[src/hw/rtl/cld_pkg.sv]
// ----------------------------------------------------------------------------
// cld_pkg
// Shared types, constants and saturation helpers for the capped wall force.
// ----------------------------------------------------------------------------
`default_nettype none

package cld_pkg;

    // Fixed-point format
    localparam int FRAC_BITS = 16;

    // Register file
    localparam int REG_W   = 31;
    localparam int ADDR_W  = 5;
    localparam logic [2:0] REG_SIGMA_LEN   = 3'd0;
    localparam logic [2:0] REG_SIGMA_POW6  = 3'd1;
    localparam logic [2:0] REG_WELL_DEPTH  = 3'd2;
    localparam logic [2:0] REG_CUTOFF_SQ   = 3'd3;
    localparam logic [2:0] REG_CAP_DIST    = 3'd4;
    localparam logic [2:0] REG_CAP_DIST_SQ = 3'd5;

    // Divider geometry: 31-bit divisor, 31 quotient bits, one bit per stage
    localparam int DIV_DW    = 31;
    localparam int DIV_QW    = 31;
    localparam int DIV_NW    = DIV_DW + DIV_QW + 1;
    localparam int DIV_STEPS = DIV_QW;

    // Accept edge to the edge that takes the result
    localparam int LATENCY = 3 + 4 * (DIV_STEPS + 1) + 7;

    typedef struct packed {
        logic [REG_W-1:0] sigma_len;
        logic [REG_W-1:0] sigma_pow6;
        logic [REG_W-1:0] well_depth;
        logic [REG_W-1:0] cutoff_sq;
        logic [REG_W-1:0] cap_dist;
        logic [REG_W-1:0] cap_dist_sq;
    } t_cfg;

    // Per-item data that rides along the pipeline
    typedef struct packed {
        logic signed [31:0] sep;
        logic [31:0]        mag;
        logic               outside;
        logic               capped;
        logic [DIV_DW-1:0]  re;
        logic [DIV_DW-1:0]  r06;
        logic signed [31:0] pot;
        logic               fneg;
    } t_side;

    // Signed saturation to 32 bits
    function automatic logic signed [31:0] sat_s(input logic signed [65:0] v);
        if (v > 66'sd2147483647) begin
            return 32'sh7FFFFFFF;
        end else if (v < -66'sd2147483648) begin
            return 32'sh80000000;
        end else begin
            return $signed(v[31:0]);
        end
    endfunction

    // Nonnegative quotient saturation
    function automatic logic [DIV_QW-1:0] qsat(input logic ovf, input logic [DIV_QW-1:0] q);
        return ovf ? '1 : q;
    endfunction

endpackage

`default_nettype wire

[src/hw/rtl/cld_regs.sv]
// ----------------------------------------------------------------------------
// cld_regs
// APB configuration registers for the capped wall force block.
// ----------------------------------------------------------------------------
`default_nettype none

module cld_regs (
    input  wire logic                       i_clk,
    input  wire logic                       i_rst_n,
    input  wire logic                       psel,
    input  wire logic                       penable,
    input  wire logic                       pwrite,
    input  wire logic [cld_pkg::ADDR_W-1:0] paddr,
    input  wire logic [31:0]                pwdata,
    output logic [31:0]                     prdata,
    output logic                            pready,
    output cld_pkg::t_cfg                   o_cfg
);
    import cld_pkg::*;

    t_cfg       r_cfg;
    logic [2:0] w_idx;
    logic       w_wr;

    assign pready = 1'b1;
    assign w_idx  = paddr[ADDR_W-1:2];
    assign w_wr   = psel && penable && pwrite && pready;
    assign o_cfg  = r_cfg;

    // register writes
    always_ff @(posedge i_clk) begin
        if (!i_rst_n) begin
            r_cfg.sigma_len   <= 31'd65536;
            r_cfg.sigma_pow6  <= 31'd65536;
            r_cfg.well_depth  <= 31'd65536;
            r_cfg.cutoff_sq   <= 31'd82570;
            r_cfg.cap_dist    <= 31'd52429;
            r_cfg.cap_dist_sq <= 31'd41943;
        end else if (w_wr) begin
            case (w_idx)
                REG_SIGMA_LEN:   r_cfg.sigma_len   <= pwdata[REG_W-1:0];
                REG_SIGMA_POW6:  r_cfg.sigma_pow6  <= pwdata[REG_W-1:0];
                REG_WELL_DEPTH:  r_cfg.well_depth  <= pwdata[REG_W-1:0];
                REG_CUTOFF_SQ:   r_cfg.cutoff_sq   <= pwdata[REG_W-1:0];
                REG_CAP_DIST:    r_cfg.cap_dist    <= pwdata[REG_W-1:0];
                REG_CAP_DIST_SQ: r_cfg.cap_dist_sq <= pwdata[REG_W-1:0];
                default: ;
            endcase
        end
    end

    // read mux
    always_comb begin
        case (w_idx)
            REG_SIGMA_LEN:   prdata = {1'b0, r_cfg.sigma_len};
            REG_SIGMA_POW6:  prdata = {1'b0, r_cfg.sigma_pow6};
            REG_WELL_DEPTH:  prdata = {1'b0, r_cfg.well_depth};
            REG_CUTOFF_SQ:   prdata = {1'b0, r_cfg.cutoff_sq};
            REG_CAP_DIST:    prdata = {1'b0, r_cfg.cap_dist};
            REG_CAP_DIST_SQ: prdata = {1'b0, r_cfg.cap_dist_sq};
            default:         prdata = '0;
        endcase
    end

endmodule

`default_nettype wire

[config.mk]
export PLATFORM = sky130hd
export DESIGN_NAME = cld_regs
export DESIGN_NICKNAME = d
export VERILOG_FILES = /design/src/hw/rtl/cld_pkg.sv /design/src/hw/rtl/cld_regs.sv
export SDC_FILE = /design/constraint.sdc
export NUM_CORES = 1
export LEC_CHECK = 0
export BUFFER_PORTS_ARGS = -buffer_cell sky130_fd_sc_hd__buf_2
export CORE_UTILIZATION = 46
export DETAILED_ROUTE_END_ITERATION = 7
export PLACE_DENSITY = 0.77
export SYNTH_ARGS = -nofsm -noshare
export SYNTH_HDL_FRONTEND = slang
export SYNTH_SLANG_ARGS = --single-unit
export TNS_END_PERCENT = 1
[constraint.sdc]
create_clock -name i_clk -period 1.3 [get_ports i_clk]
set_input_delay 0.195 -clock i_clk [delete_from_list [all_inputs] [get_ports i_clk]]
set_output_delay 0.195 -clock i_clk [all_outputs]
set_load 0.01 [all_outputs]
Yosys cells after proc, flatten, opt, wreduce, memory -nomap -nowiden
Cells that the tools add are included.
Cells by class
  reductions and logical operators: 9
  equal/unequal tests: 5
  multiplexer cells: 1
Operators with widths (number)
  $pmux 31 s6: 1
  $reduce_and 2->1: 6
  $eq 3x2->1 const B: 2
  $eq 3x3->1 const B: 2
  $eq 3x1->1 const B: 1
  $logic_not 3->1: 1
  $logic_and 1x1->1: 2
Word-level totals
  output and inout bits: 219
  register bits after elaboration: 186

Longest topological paths before layout
  depth in word-level cells: 3
  gate-level depth with buffers: 7
  depth with buffers taken out: 3

Least setup slack after synthesis
No wires, ideal clock.
  kind: input to output
  from: input paddr[4] (netlist name)
  to: output prdata[15]
  setup slack: -100 ps
  cell stages on the path: 5
  data required time: 1105 ps
  path buffers: 2
  data arrival time: 1205 ps
  cell sequence: buf_2 nor2_1 clkbuf_1 a22oi_1 o21ai_0
On the way
  cells in the longest elaborated chain, start to end: 2
Ends and longest elaborated chain
  start, declared: RTL line cld_regs.sv:13  | input wire logic [cld_pkg::ADDR_W-1:0] paddr,
  $eq 3x3->1 (tied with other cells): RTL line cld_regs.sv:54  | case (w_idx)
  $pmux 31 s6 (*): RTL line cld_regs.sv:54
  end, declared: RTL line cld_regs.sv:15  | output logic [31:0] prdata,
Every way passes the cells marked *; elsewhere a longest branch is shown, timed or not.

Final worst setup path
  from: register r_cfg, in the netlist o_cfg[167]
  to: output prdata[12]
On the way
  cells in the longest elaborated chain, start to end: 1
Ends and longest elaborated chain
  start, declared: RTL line cld_regs.sv:21  | t_cfg r_cfg;
  $pmux 31 s6: RTL line cld_regs.sv:54
Every way passes these cells.

==> flow_summary.yaml <==
cells_and_area:
  layout_common_cells: "buf_2 (252), nand2_1 (190), mux2i_1 (175)"
  final_common_cell: "buf_2"
  largest_reg_flops: 186
  regArea_um2: 3780
  multiInputGateArea_um2: 4413
  post-route-util_pct: 65.42
  fin_nets: 1212
  areaGrowthSynthToFinish_pct: 36.97
  nFillCells: 1407
  drive_above_1_share_pct: 43.27
yosys:
  ys_async_sr_fraction_pct: 0
  seq_area_frac_synth_pct: 44.46
  ys_warn_count: 0
  synthCells: 873
  synth_area_um2: 8376
  synth.avg_cell_area_um2: 9.594
  synth_edf_count: 0
  synthDistinctLibCells: 37
  synth_seq_cells: 186
  synth_flop_cell: "dfxtp_1"
  syn-num-nets: 915
power_and_ir_drop:
  powerDensity_nw_per_um2: 1081
  leakagePower_nw: 5.291
  ir_drop_v: 0.0009369
  p_total_mw: 12.40
clock_network:
  h-tree-depth: 4
  cts_hold_buf: 0
  cts_buffer_depth: 2
  clk_pin_slew_ns: 0.07
  cts_buffers: 17
  cts_num_sinks: 186
  cts_tree: "built"
  clock_tree.root_cell: "clkbuf_16"
  clock_latency_ns: 0.42
grt:
  use_met1_pct: 37.39
  grt_max_degree: 42
  gr-total-overflow: 0
  grt_most_used_layer: "met2"
  grt_pass1_vias: 7444
  antenna_found_initial: 2
  grt_use_met3_pct: 6.593
  gr-usage-all-layers_pct: 29.57
  grt.met2_usage_pct: 48.79
  grt_pass1_wl_mm: 41.69
floorplanning:
  core_area_um2: 17540
  die_height_um: 136.9
  die_w_um: 136.9
  die-area_um2: 18750
  ioPinCount: 261
  start_util_pct: 47.76
  fp-row-count: 48
sta:
  rsz0062_at_grt: "true"
  max_freq_mhz: 587.1
  worst_slack_ns: -0.4032
  skew_ns: 0
  period_share_pct: 131.0
  drv_slew: 0
  hold_viol: 0
  fin_hold_ws_ns: 0.01279
  fin_crit_ns: 1.703
  setup_viol: 31
drt:
  wl_mm: 28.12
  drc: 0
  via_per_inst: 5.666
  avgRoutedWirePerCell_um: 19.98
  drt-initial-drc-count: 551
  dr.pass1.iters: 5
  vias: 7972
  ant_nets: 0
worst_setup_path:
  cp-start-kind: "register"
  crit_path_max_fanout: 2
  critPathKind: "reg2out"
  cp_data_arrival_time_ns: 1.51
  worst-endpoint-required_ns: 1.11
  endpoint_kind: "primary output"
run:
  maxCapViolCount: 0
hold_path:
  holdCritPathClass: "in2reg"
status:
  outcome: "finished, violations left"
  violations: "negative setup slack"
placed_design:
  hpwlAfterDp_mm: 19.82
  portBuffers: 255
  place.gp.congestion: 0.8707
[per-stage QoR]
| stage | cells | setup TNS (ns) | instance area, µm² | worst slack, ns |
|---|---|---|---|---|
| global route | 1406 | -11.35 | 11470 | -0.4545 |
| CTS | 1406 | -10.06 | 11380 | -0.3867 |
| detailed placement | 1374 | -42.06 | 10620 | -0.3538 |
| finish | 1407 | -9.735 | 11470 | -0.4032 |
| global placement | 1374 | -36.58 | 10620 | -0.3029 |
| floorplan | 873 | -0.8895 | 8409 | -0.05163 |
[cell type report]
class	instances	area share, %
Antenna cell	1	0.02181
Clock buffer	20	4.068
Clock inverter	10	1.232
Inverter	6	0.1963
Multi-Input combinational cell	603	38.47
Sequential cell	186	32.95
Tap cell	225	2.454
Timing Repair Buffer	356	20.61
[worst paths after layout]
path,slack (ns),cells past startpoint,endpoint,startpoint
worst max-delay path,-0.40,4,prdata[12],o_cfg[167]
worst min-delay path,0.01,3,o_cfg[4],pwdata[4]
worst max register to register,0.49,2,o_cfg[109],o_cfg[109]
worst min register to register,0.46,2,o_cfg[115],o_cfg[115]
[power breakdown]
part	total [mW]	internal, mW	switching [mW]
sequential	5.78	5.74	0.0382
clock	5.42	3.17	2.25
combinational	1.19	0.496	0.698
[critical path, cell delays in order (launching register included)]
cell and delay, ns:
dfxtp_1 0.32, mux2_4 0.29, a221oi_4 0.26, a21oi_2 0.06
buf_2 0.14
[cells in the mapped netlist, types with 2 or more instances]
cell type / count / share of area [%]
nand2_1: 191 / 8.6
conb_1: 2 / 0.090
a221oi_1: 8 / 0.84
o21ai_0: 43 / 2.6
nor2_1: 4 / 0.18
nand3_1: 48 / 2.9
o311ai_0: 3 / 0.31
o22a_1: 3 / 0.31
buf_2: 17 / 1.0
o221ai_1: 4 / 0.42
dfxtp_1: 186 / 44
buf_1: 3 / 0.13
mux2i_1: 175 / 21
buf_6: 6 / 0.81
mux2_2: 48 / 6.5
clkbuf_1: 36 / 1.6
o32ai_1: 4 / 0.42
a22oi_1: 20 / 1.8
a32oi_1: 16 / 1.7
buf_4: 16 / 1.4
a21oi_1: 8 / 0.48
inv_1: 5 / 0.22
nor2b_1: 4 / 0.30
nand2b_1: 7 / 0.52
a221o_1: 4 / 0.48
[repair_timing]
item | in CTS | in global routing
pin swaps | 8 | 3
gates resized for setup | 65 | 24
setup endpoints to repair | 32 | 31
buffers inserted | 2 | 0
[routing by layer]
metal,up-vias,wire (µm)
met4,4,708
met1,3886,12120
met5,-,32
li1,3677,-
met2,351,13070
met3,54,2180
[logic make-up (layout without fill, tap and decap cells)]
logic type	Yosys count	after routing	synth area share (%)
buffers and inverters	84	392	5.273
multiplexers	223	223	27.37
AO/OA/AOI/OAI	114	114	9.382
other	2	3	0.08967
AND/OR/NAND/NOR	264	264	13.43
flip-flops	186	186	44.46
Note: power is estimated with default switching activity, not from simulation.
